File: config.mk
export PLATFORM = sky130hd
export DESIGN_NAME = binary_expression_token_parser_top_flat
export DESIGN_NICKNAME = d
export VERILOG_FILES = /design/src/hw/rtl/btp_pkg.sv /design/src/hw/rtl/btp_if.sv /design/src/hw/rtl/binary_expression_token_parser_top.sv /design/src/hw/rtl/btp_step.sv /design/src/flat_wrapper.sv
export SDC_FILE = /design/constraint.sdc
export NUM_CORES = 1
export LEC_CHECK = 0
export BUFFER_PORTS_ARGS = -buffer_cell sky130_fd_sc_hd__buf_4
export CAP_MARGIN = 20
export CORE_ASPECT_RATIO = 0.5
export CORE_UTILIZATION = 56
export CTS_CLUSTER_SIZE = 25
export DETAILED_ROUTE_END_ITERATION = 12
export PLACE_DENSITY = 0.86
export SLEW_MARGIN = 25
export SYNTH_ARGS = -nofsm -noshare
export SYNTH_HDL_FRONTEND = slang
export SYNTH_SLANG_ARGS = --single-unit
File: constraint.sdc
create_clock -name clock -period 7.46 [get_ports clock]
set_clock_uncertainty 0.2 [all_clocks]
set_input_delay 1.492 -clock clock [delete_from_list [all_inputs] [get_ports clock]]
set_output_delay 1.492 -clock clock [all_outputs]
set_load 0.05 [all_outputs]
File: src/hw/rtl/btp_pkg.sv
// Shared types, codes and helpers for the binary expression token parser.
package btp_pkg;

   // Parse phases
   localparam logic [2:0] PH_BEFORE_N1 = 3'd0;
   localparam logic [2:0] PH_IN_N1     = 3'd1;
   localparam logic [2:0] PH_BEFORE_OP = 3'd2;
   localparam logic [2:0] PH_BEFORE_N2 = 3'd3;
   localparam logic [2:0] PH_IN_N2     = 3'd4;

   // Result status codes
   localparam logic [1:0] ST_OK     = 2'd0;
   localparam logic [1:0] ST_ERR_N1 = 2'd1;
   localparam logic [1:0] ST_ERR_OP = 2'd2;
   localparam logic [1:0] ST_ERR_N2 = 2'd3;

   // Operator codes
   localparam logic [1:0] OP_PLUS  = 2'd0;
   localparam logic [1:0] OP_MINUS = 2'd1;
   localparam logic [1:0] OP_TIMES = 2'd2;
   localparam logic [1:0] OP_DIV   = 2'd3;

   // Characters
   localparam logic [7:0] CH_PLUS  = 8'h2B;
   localparam logic [7:0] CH_MINUS = 8'h2D;
   localparam logic [7:0] CH_STAR  = 8'h2A;
   localparam logic [7:0] CH_SLASH = 8'h2F;
   localparam logic [7:0] CH_SPACE = 8'h20;
   localparam logic [7:0] CH_TAB   = 8'h09;
   localparam logic [7:0] CH_ZERO  = 8'h30;
   localparam logic [7:0] CH_NINE  = 8'h39;

   localparam int unsigned NUM_W   = 31;
   localparam logic [NUM_W-1:0] NUM_MAX = {NUM_W{1'b1}};

   typedef struct packed {
      logic [2:0]       phase;
      logic [NUM_W-1:0] first_value;
      logic [1:0]       operator_held;
      logic [NUM_W-1:0] second_value;
   } btp_state_type;

   typedef struct packed {
      logic [1:0]       parse_status;
      logic [NUM_W-1:0] first_number;
      logic [1:0]       operator_code;
      logic [NUM_W-1:0] second_number;
   } btp_result_type;

   // Multiply by ten and add a digit, saturating at the largest number.
   function automatic logic [NUM_W-1:0] accumulate(input logic [NUM_W-1:0] value,
                                                   input logic [3:0] digit);
      logic [NUM_W+3:0] sum;
      sum = {value, 3'b000} + {2'b00, value, 1'b0} + {{NUM_W{1'b0}}, digit};
      if (sum > {4'b0000, NUM_MAX}) begin
         return NUM_MAX;
      end
      return sum[NUM_W-1:0];
   endfunction

endpackage

File: src/hw/rtl/btp_if.sv
// Valid/ready channel interfaces for parser input bytes and parse results.
interface btp_req_if;
   logic       valid;
   logic       ready;
   logic [7:0] input_byte;
   logic       end_of_input;

   modport source (output valid, output input_byte, output end_of_input, input ready);
   modport sink   (input valid, input input_byte, input end_of_input, output ready);
endinterface

interface btp_rsp_if;
   logic        valid;
   logic        ready;
   logic [1:0]  parse_status;
   logic [30:0] first_number;
   logic [1:0]  operator_code;
   logic [30:0] second_number;

   modport source (output valid, output parse_status, output first_number,
                   output operator_code, output second_number, input ready);
   modport sink   (input valid, input parse_status, input first_number,
                   input operator_code, input second_number, output ready);
endinterface

File: src/hw/rtl/binary_expression_token_parser_top.sv
// Top level of the binary expression token parser: input register, step, result register.
//
// Usage:
//   req_bus carries one beat per character (input_byte) or an end-of-input
//   marker (end_of_input = 1). The parser reads "number operator number" with
//   optional space/tab blanks and gives at most one result beat per input beat
//   on rsp_bus: parse_status, the two saturated numbers and operator_code.
//   Error results carry zero numbers and operator.
// Path: an accepted beat waits in the input register, and its result, if any, is
//   registered in the result register that drives rsp_bus.valid; while a result
//   waits on rsp_bus, the next beat is held in the input register.
// Throughput: one input beat per cycle unless rsp_bus stalls; the parse step is a single
//   pass of classify, multiply-by-ten-add and phase update between the two registers.
// Stall: while a result waits on rsp_bus, the step holds the byte in the input
//   register; req_bus.ready stays high only while that register is empty, so
//   one more beat is taken, then req_bus.ready drops until rsp_bus.ready.
// Reset: synchronous, active high; empties both registers and returns the
//   parser to the phase before the first number with cleared values.
module binary_expression_token_parser_top
   import btp_pkg::*;
(
   input  logic          clock,
   input  logic          reset,
   btp_req_if.sink       req_bus,
   btp_rsp_if.source     rsp_bus
);

   logic           in_valid_ff;
   logic           in_valid_in;
   logic [7:0]     in_byte_ff;
   logic           in_eoi_ff;
   btp_state_type  state_ff;
   btp_state_type  state_in;
   btp_result_type result_ff;
   btp_result_type step_result;
   logic           out_valid_ff;
   logic           out_valid_in;
   logic           step_emit;
   logic           advance;
   logic           fire;

   // Step the item in the input register when the result slot is free
   assign advance = !out_valid_ff || rsp_bus.ready;
   assign fire    = in_valid_ff && advance;
   assign req_bus.ready = !in_valid_ff || advance;

   btp_step u_step (
      .cur_state    (state_ff),
      .input_byte   (in_byte_ff),
      .end_of_input (in_eoi_ff),
      .nxt_state    (state_in),
      .emit         (step_emit),
      .result       (step_result)
   );

   // Next valid flags
   always_comb begin
      in_valid_in = in_valid_ff;
      if (req_bus.ready) begin
         in_valid_in = req_bus.valid;
      end
      out_valid_in = out_valid_ff;
      if (rsp_bus.ready) begin
         out_valid_in = 1'b0;
      end
      if (fire && step_emit) begin
         out_valid_in = 1'b1;
      end
   end

   // Control and parser state registers
   always_ff @(posedge clock) begin
      if (reset) begin
         in_valid_ff            <= 1'b0;
         out_valid_ff           <= 1'b0;
         state_ff.phase         <= PH_BEFORE_N1;
         state_ff.first_value   <= '0;
         state_ff.operator_held <= OP_PLUS;
         state_ff.second_value  <= '0;
      end else begin
         in_valid_ff  <= in_valid_in;
         out_valid_ff <= out_valid_in;
         if (fire) begin
            state_ff <= state_in;
         end
      end
   end

   // Payload registers
   always_ff @(posedge clock) begin
      if (req_bus.ready) begin
         in_byte_ff <= req_bus.input_byte;
         in_eoi_ff  <= req_bus.end_of_input;
      end
      if (fire && step_emit) begin
         result_ff <= step_result;
      end
   end

   // Drive the result channel
   assign rsp_bus.valid         = out_valid_ff;
   assign rsp_bus.parse_status  = result_ff.parse_status;
   assign rsp_bus.first_number  = result_ff.first_number;
   assign rsp_bus.operator_code = result_ff.operator_code;
   assign rsp_bus.second_number = result_ff.second_number;

   // Checks
   a_phase_legal: assert property (@(posedge clock) disable iff (reset)
      state_ff.phase <= PH_IN_N2)
      else $error("parser phase left the legal range");

   a_emit_restarts: assert property (@(posedge clock) disable iff (reset)
      fire && step_emit |=> state_ff.phase == PH_BEFORE_N1 && out_valid_ff)
      else $error("result did not restart the parser");

   a_error_zero: assert property (@(posedge clock) disable iff (reset)
      out_valid_ff && result_ff.parse_status != ST_OK |->
         result_ff.first_number == '0 && result_ff.second_number == '0 &&
         result_ff.operator_code == OP_PLUS)
      else $error("error result carries nonzero fields");

   a_in_hold: assert property (@(posedge clock) disable iff (reset)
      in_valid_ff && !advance |=> in_valid_ff && $stable(in_byte_ff) && $stable(in_eoi_ff))
      else $error("stalled input register changed");

   a_no_overwrite: assert property (@(posedge clock) disable iff (reset)
      out_valid_ff && !rsp_bus.ready |=> out_valid_ff && $stable(result_ff))
      else $error("pending result was overwritten or dropped");

endmodule

File: src/hw/rtl/btp_step.sv
// Single-byte parse step: next parser state and optional result.
module btp_step
   import btp_pkg::*;
(
   input  btp_state_type  cur_state,
   input  logic [7:0]     input_byte,
   input  logic           end_of_input,
   output btp_state_type  nxt_state,
   output logic           emit,
   output btp_result_type result
);

   logic       num_char;
   logic       gap_char;
   logic       is_op;
   logic [1:0] op_code;
   logic [3:0] digit;
   logic [1:0] status;

   // Classify the byte
   always_comb begin
      num_char = input_byte inside {[CH_ZERO:CH_NINE]};
      gap_char = input_byte inside {CH_SPACE, CH_TAB};
      digit    = input_byte[3:0];
      is_op    = 1'b1;
      case (input_byte)
         CH_PLUS:  op_code = OP_PLUS;
         CH_MINUS: op_code = OP_MINUS;
         CH_STAR:  op_code = OP_TIMES;
         CH_SLASH: op_code = OP_DIV;
         default: begin
            op_code = OP_PLUS;
            is_op   = 1'b0;
         end
      endcase
   end

   // Advance the phase
   always_comb begin
      nxt_state = cur_state;
      emit      = 1'b0;
      status    = ST_OK;
      case (cur_state.phase)
         PH_IN_N1: begin
            if (end_of_input) begin
               emit   = 1'b1;
               status = ST_ERR_N1;
            end else if (num_char) begin
               nxt_state.first_value = accumulate(cur_state.first_value, digit);
            end else if (gap_char) begin
               nxt_state.phase = PH_BEFORE_OP;
            end else if (is_op) begin
               nxt_state.operator_held = op_code;
               nxt_state.phase         = PH_BEFORE_N2;
            end else begin
               emit   = 1'b1;
               status = ST_ERR_OP;
            end
         end
         PH_BEFORE_OP: begin
            if (end_of_input) begin
               emit   = 1'b1;
               status = ST_ERR_OP;
            end else if (is_op) begin
               nxt_state.operator_held = op_code;
               nxt_state.phase         = PH_BEFORE_N2;
            end else if (!gap_char) begin
               emit   = 1'b1;
               status = ST_ERR_OP;
            end
         end
         PH_BEFORE_N2: begin
            if (end_of_input) begin
               emit   = 1'b1;
               status = ST_ERR_N2;
            end else if (num_char) begin
               nxt_state.second_value = {{(NUM_W-4){1'b0}}, digit};
               nxt_state.phase        = PH_IN_N2;
            end else if (!gap_char) begin
               emit   = 1'b1;
               status = ST_ERR_N2;
            end
         end
         PH_IN_N2: begin
            if (end_of_input) begin
               emit   = 1'b1;
               status = ST_ERR_N2;
            end else if (num_char) begin
               nxt_state.second_value = accumulate(cur_state.second_value, digit);
            end else begin
               emit   = 1'b1;
               status = ST_OK;
            end
         end
         default: begin
            // before the first number, and unused phase codes
            nxt_state.phase = PH_BEFORE_N1;
            if (end_of_input) begin
               emit   = 1'b1;
               status = ST_ERR_N1;
            end else if (num_char) begin
               nxt_state.first_value = {{(NUM_W-4){1'b0}}, digit};
               nxt_state.phase       = PH_IN_N1;
            end else if (!gap_char) begin
               emit   = 1'b1;
               status = ST_ERR_N1;
            end
         end
      endcase

      // Return to start after any result
      if (emit) begin
         nxt_state.phase         = PH_BEFORE_N1;
         nxt_state.first_value   = '0;
         nxt_state.operator_held = OP_PLUS;
         nxt_state.second_value  = '0;
      end
   end

   // Build the result; error results carry zero fields
   always_comb begin
      result.parse_status = status;
      if (status == ST_OK) begin
         result.first_number  = cur_state.first_value;
         result.operator_code = cur_state.operator_held;
         result.second_number = cur_state.second_value;
      end else begin
         result.first_number  = '0;
         result.operator_code = OP_PLUS;
         result.second_number = '0;
      end
   end

endmodule

File: src/flat_wrapper.sv
// flat-port wrapper written by rule: the top's interface ports become plain ports
module binary_expression_token_parser_top_flat import btp_pkg::*;
  (clock, reset, req_bus_valid, req_bus_input_byte, req_bus_end_of_input, req_bus_ready, rsp_bus_valid, rsp_bus_parse_status, rsp_bus_first_number, rsp_bus_operator_code, rsp_bus_second_number, rsp_bus_ready);
  btp_req_if req_bus_i ();
  btp_rsp_if rsp_bus_i ();
  input  logic clock;
  input  logic reset;
  input wire logic [$bits(req_bus_i.valid)-1:0] req_bus_valid;
  input wire logic [$bits(req_bus_i.input_byte)-1:0] req_bus_input_byte;
  input wire logic [$bits(req_bus_i.end_of_input)-1:0] req_bus_end_of_input;
  output wire logic [$bits(req_bus_i.ready)-1:0] req_bus_ready;
  output wire logic [$bits(rsp_bus_i.valid)-1:0] rsp_bus_valid;
  output wire logic [$bits(rsp_bus_i.parse_status)-1:0] rsp_bus_parse_status;
  output wire logic [$bits(rsp_bus_i.first_number)-1:0] rsp_bus_first_number;
  output wire logic [$bits(rsp_bus_i.operator_code)-1:0] rsp_bus_operator_code;
  output wire logic [$bits(rsp_bus_i.second_number)-1:0] rsp_bus_second_number;
  input wire logic [$bits(rsp_bus_i.ready)-1:0] rsp_bus_ready;
  assign req_bus_i.valid = req_bus_valid;
  assign req_bus_i.input_byte = req_bus_input_byte;
  assign req_bus_i.end_of_input = req_bus_end_of_input;
  assign req_bus_ready = req_bus_i.ready;
  assign rsp_bus_valid = rsp_bus_i.valid;
  assign rsp_bus_parse_status = rsp_bus_i.parse_status;
  assign rsp_bus_first_number = rsp_bus_i.first_number;
  assign rsp_bus_operator_code = rsp_bus_i.operator_code;
  assign rsp_bus_second_number = rsp_bus_i.second_number;
  assign rsp_bus_i.ready = rsp_bus_ready;
  binary_expression_token_parser_top u_core (.clock(clock), .reset(reset), .req_bus(req_bus_i), .rsp_bus(rsp_bus_i));
endmodule
==> impl_metrics.csv <==
group,metric,value,unit
outcome,run_status,"finished clean",
synth,avgSynthCellArea,9.39,um^2
cells_and_area,num-fill-cells,1376,
synth,synth_simple_gate_area_share,17.7,%
detailed_routing,viasPerCell,6.29,
sta,fin_crit,4.58,ns
sta,worst_pin_slew,0.978,ns
synth,yosysSeqAreaShare,34.6,%
worst_hold_path,hold_class,"flip-flop to flip-flop",
synth,synth_edf_count,75,
clocking,cts_tree,"built",
synth,synthMuxAreaShare,0.310,%
detailed_routing,wl,26000,um
pwr,peakVddDrop,0.126,mV
clocking,cts_resized,0,
cells_and_area,seq_area,0.00363,mm^2
die,ios,81,
clocking,clkSinkCount,144,
global_route,grt_start_max_net_pins,68,
sta,setup_violations,0,
global_route,grtUsageTotal,27.0,%
cells_and_area,finalNetCount,1309,
clocking,cts_post_setup_buffers_inserted,0,
synth,ys_ff_latch,144,
synth,yosys_warnings,0,
detailed_routing,drt-wirelength-per-cell,18.3,um
sta,timing.final.ws_setup,2.88,ns
clocking,path_clk_slew,0.07,ns
detailed_routing,drc,0,
die,core_area,0.0179,mm^2
detailed_routing,ant_nets,0,
global_route,grt_pass1_wl,41900,um
cells_and_area,multi_input_area,0.00650,mm^2
clocking,root_buffer,"clkbuf_16",
sta,final_max_slew_viol_count,0,
placed_design,hpwl,18900,um
cells_and_area,fin_util,66.2,%
global_route,antenna_found_initial,0,
pwr,clkPwrFrac,47.8,%
placed_design,place.gp.congestion,0.967,
job,maxCapViolCount,0,
clocking,clockBufferDepth,2,
placed_design,port_buffers,80,
synth,syn_nets,1257,
placed_design,place_ws,2.84,ns
placed_design,dp_cells,1384,
cells_and_area,instances_no_fill,1417,
synth,synth.distinct_cells,83,
sta,fin_tns_setup,0,ns
detailed_routing,drtPass1Iterations,5,
worst_setup_path,crit_required,7.52,ns
synth,synthFlopType,"edfxtp_1",
synth,synth_top_family_by_area,"compound AO/OA/AOI/OAI gates",
detailed_routing,vias,8918,
pwr,leakagePower,5.36,nW
worst_setup_path,crit_path_max_fanout,6,
sta,relSlewSlack,33.8,%
sta,hold_violations,0,
sta,grt_setup_unrepaired,"no",
die,die_area,0.0193,mm^2
synth,synth_area,0.0105,mm^2
cells_and_area,drive_gt1_share,14.7,%
clocking,cts-hold-fix-buffers,0,
pwr,powerDensity,156,mW/mm^2
clocking,cts_buffers,17,
pwr,internal-power,1.38,mW
synth,synth_xor_area_share,4.34,%
sta,fin_crit_sh,61.4,%
worst_setup_path,crit_path_end_kind,"flip-flop",
clocking,worstSkewPairLatency,0.43,ns
die,start_util,58.7,%
worst_setup_path,path_class,"flip-flop to flip-flop",
worst_setup_path,cp.arrival,4.64,ns
cells_and_area,n_antenna_cell,0,
die,die_h,98.8,um
synth,synthAdderAreaFrac,15.3,%
global_route,overflow,0,
pwr,power_frac_seq,46.4,%
synth,synth-compound-area-share,24.0,%
detailed_routing,drt_iter0_markers,756,
global_route,grt_pass1_vias,8568,
cells_and_area,areaGrowthSynthToFinish,12.7,%
pwr,netSwitchingFraction,25.3,%
pwr,p_switching,465,uW
sta,fmaxAchievable,0.218,GHz
pwr,pwr-share-comb,5.7,%
die,rows,34,
die,die_x,196,um
synth,syn_inst,1118,
synth,synthArstFlopShare,0,%
clocking,cts_htree_levels,4,
worst_setup_path,startpoint_type,"flip-flop",
layout by cell type, fill, tap and decap left out, types with 5 or more instances in the layout:
cell       instances
ha_1             122
nand2_1          117
a21oi_1           89
buf_4             87
edfxtp_1          75
dfxtp_1           69
and2_1            67
nor2_1            50
o21ai_0           48
inv_1             37
a21o_1            32
xnor2_1           29
nor3_1            26
xor2_1            23
nand3_1           22
o211ai_2          22
o211ai_1          20
nand4_1           18
clkbuf_16         17
nand2b_1          13
o21a_1            13
nor2b_1            9
a211oi_1           9
or3_1              9
a22oi_1            8
a31oi_1            8
and3_1             7
o21ai_1            6
o311ai_0           6
o2111ai_1          6
a32oi_1            6
o21bai_1           5
worst max-delay path, cell delays in order (launching register included):
cell and delay [ns]:
edfxtp_1 0.48, inv_1 0.18, fa_1 0.59, inv_1 0.07, ha_1 0.31, a211oi_1 0.32, nor2_1 0.09, a31oi_1 0.48
a211oi_1 0.17, o2111ai_1 0.25, a21oi_1 0.21, nor4_1 0.82, o21ai_0 0.25
power groups by stage:
| stage | clock (mW) | combinational, mW | sequential [mW] |
|---|---|---|---|
| 2_1_floorplan | 0 | 0.0368 | 0.907 |
| 3_3_place_gp | 0 | 0.103 | 0.871 |
| 3_5_place_dp | 0 | 0.105 | 0.872 |
| 4_1_cts | 0.887 | 0.106 | 0.855 |
| 5_1_grt | 0.918 | 0.111 | 0.856 |
| 6_report | 0.881 | 0.106 | 0.855 |
path summary, 6_finish.rpt:
check / cells past startpoint / start / to / slack [ns]
min reg2reg: 2 / u_core.state_ff[32] / u_core.state_ff[32] / 0.29
min: 2 / u_core.state_ff[32] / u_core.state_ff[32] / 0.29
max: 12 / u_core.in_byte_ff[3] / u_core.state_ff[35] / 2.88
max reg2reg: 12 / u_core.in_byte_ff[3] / u_core.state_ff[35] / 2.88
Yosys cell counts (all sizes together), types with 6 or more instances:
library cell,n,area share [%]
ha,122,15
nand2,119,4.3
a21oi,90,4.3
edfxtp,75,21
dfxtp,69,13
and2,67,4.0
o21ai,55,2.7
nor2,52,1.9
o211ai,42,4.1
inv,37,1.3
a21o,32,2.3
clkbuf,32,1.2
xnor2,29,2.4
nor3,26,1.2
buf,23,1.3
xor2,23,1.9
nand3,22,1.0
nand4,18,1.1
nand2b,13,0.77
o21a,13,0.93
a211oi,12,1.0
o311ai,11,0.99
nor2b,9,0.54
or3,9,0.54
a22oi,8,0.57
a31oi,8,0.48
and3,7,0.42
o2111ai,7,0.64
a32oi,6,0.50
nor4,6,0.56
final cells by class:
cell class	count	area share, %
multi-input combinational	882	54.9
sequential	144	30.7
timing repair buffer	88	5.62
clock buffer	17	3.60
tap	234	2.47
clock inverter	15	1.48
inverter	37	1.17
metrics by stage:
stage / hold slack (ns) / cell area (um^2) / total power, mW
3_5_place_dp: 0.282 / 11200 / 0.977
2_1_floorplan: 0.260 / 10500 / 0.943
6_report: 0.290 / 11800 / 1.84
3_3_place_gp: 0.278 / 11200 / 0.974
4_1_cts: 0.290 / 11800 / 1.85
5_1_grt: 0.321 / 11800 / 1.89
logic make-up (layout without fill, tap and decap cells):
logic type      Yosys count  in the layout
simple gates            365            365
compound gates          336            336
flops                   144            144
fa+ha+maj               126            126
buf+inv                  92            157
xor+xnor                 52             52
mux                       3              3
sequential cells by signal (all words and copies together), names as in the netlist:
name / flops
u_core.in_byte_ff: 8
u_core.in_eoi_ff: 1
u_core.in_valid_ff: 1
u_core.rsp_bus.first_number: 31
u_core.rsp_bus.operator_code: 2
u_core.rsp_bus.parse_status: 2
u_core.rsp_bus.second_number: 31
u_core.rsp_bus.valid: 1
u_core.state_ff: 67
routing by layer:
layer	track usage (%)	up-vias	part of all wire [%]
li1	-	4291	-
met1	33.0	4264	43
met2	48.5	309	50
met3	4.24	54	5.3
met4	9.45	0	2.1
met5	0	-	0
No activity file was read; power rests on OpenSTA's default activity.
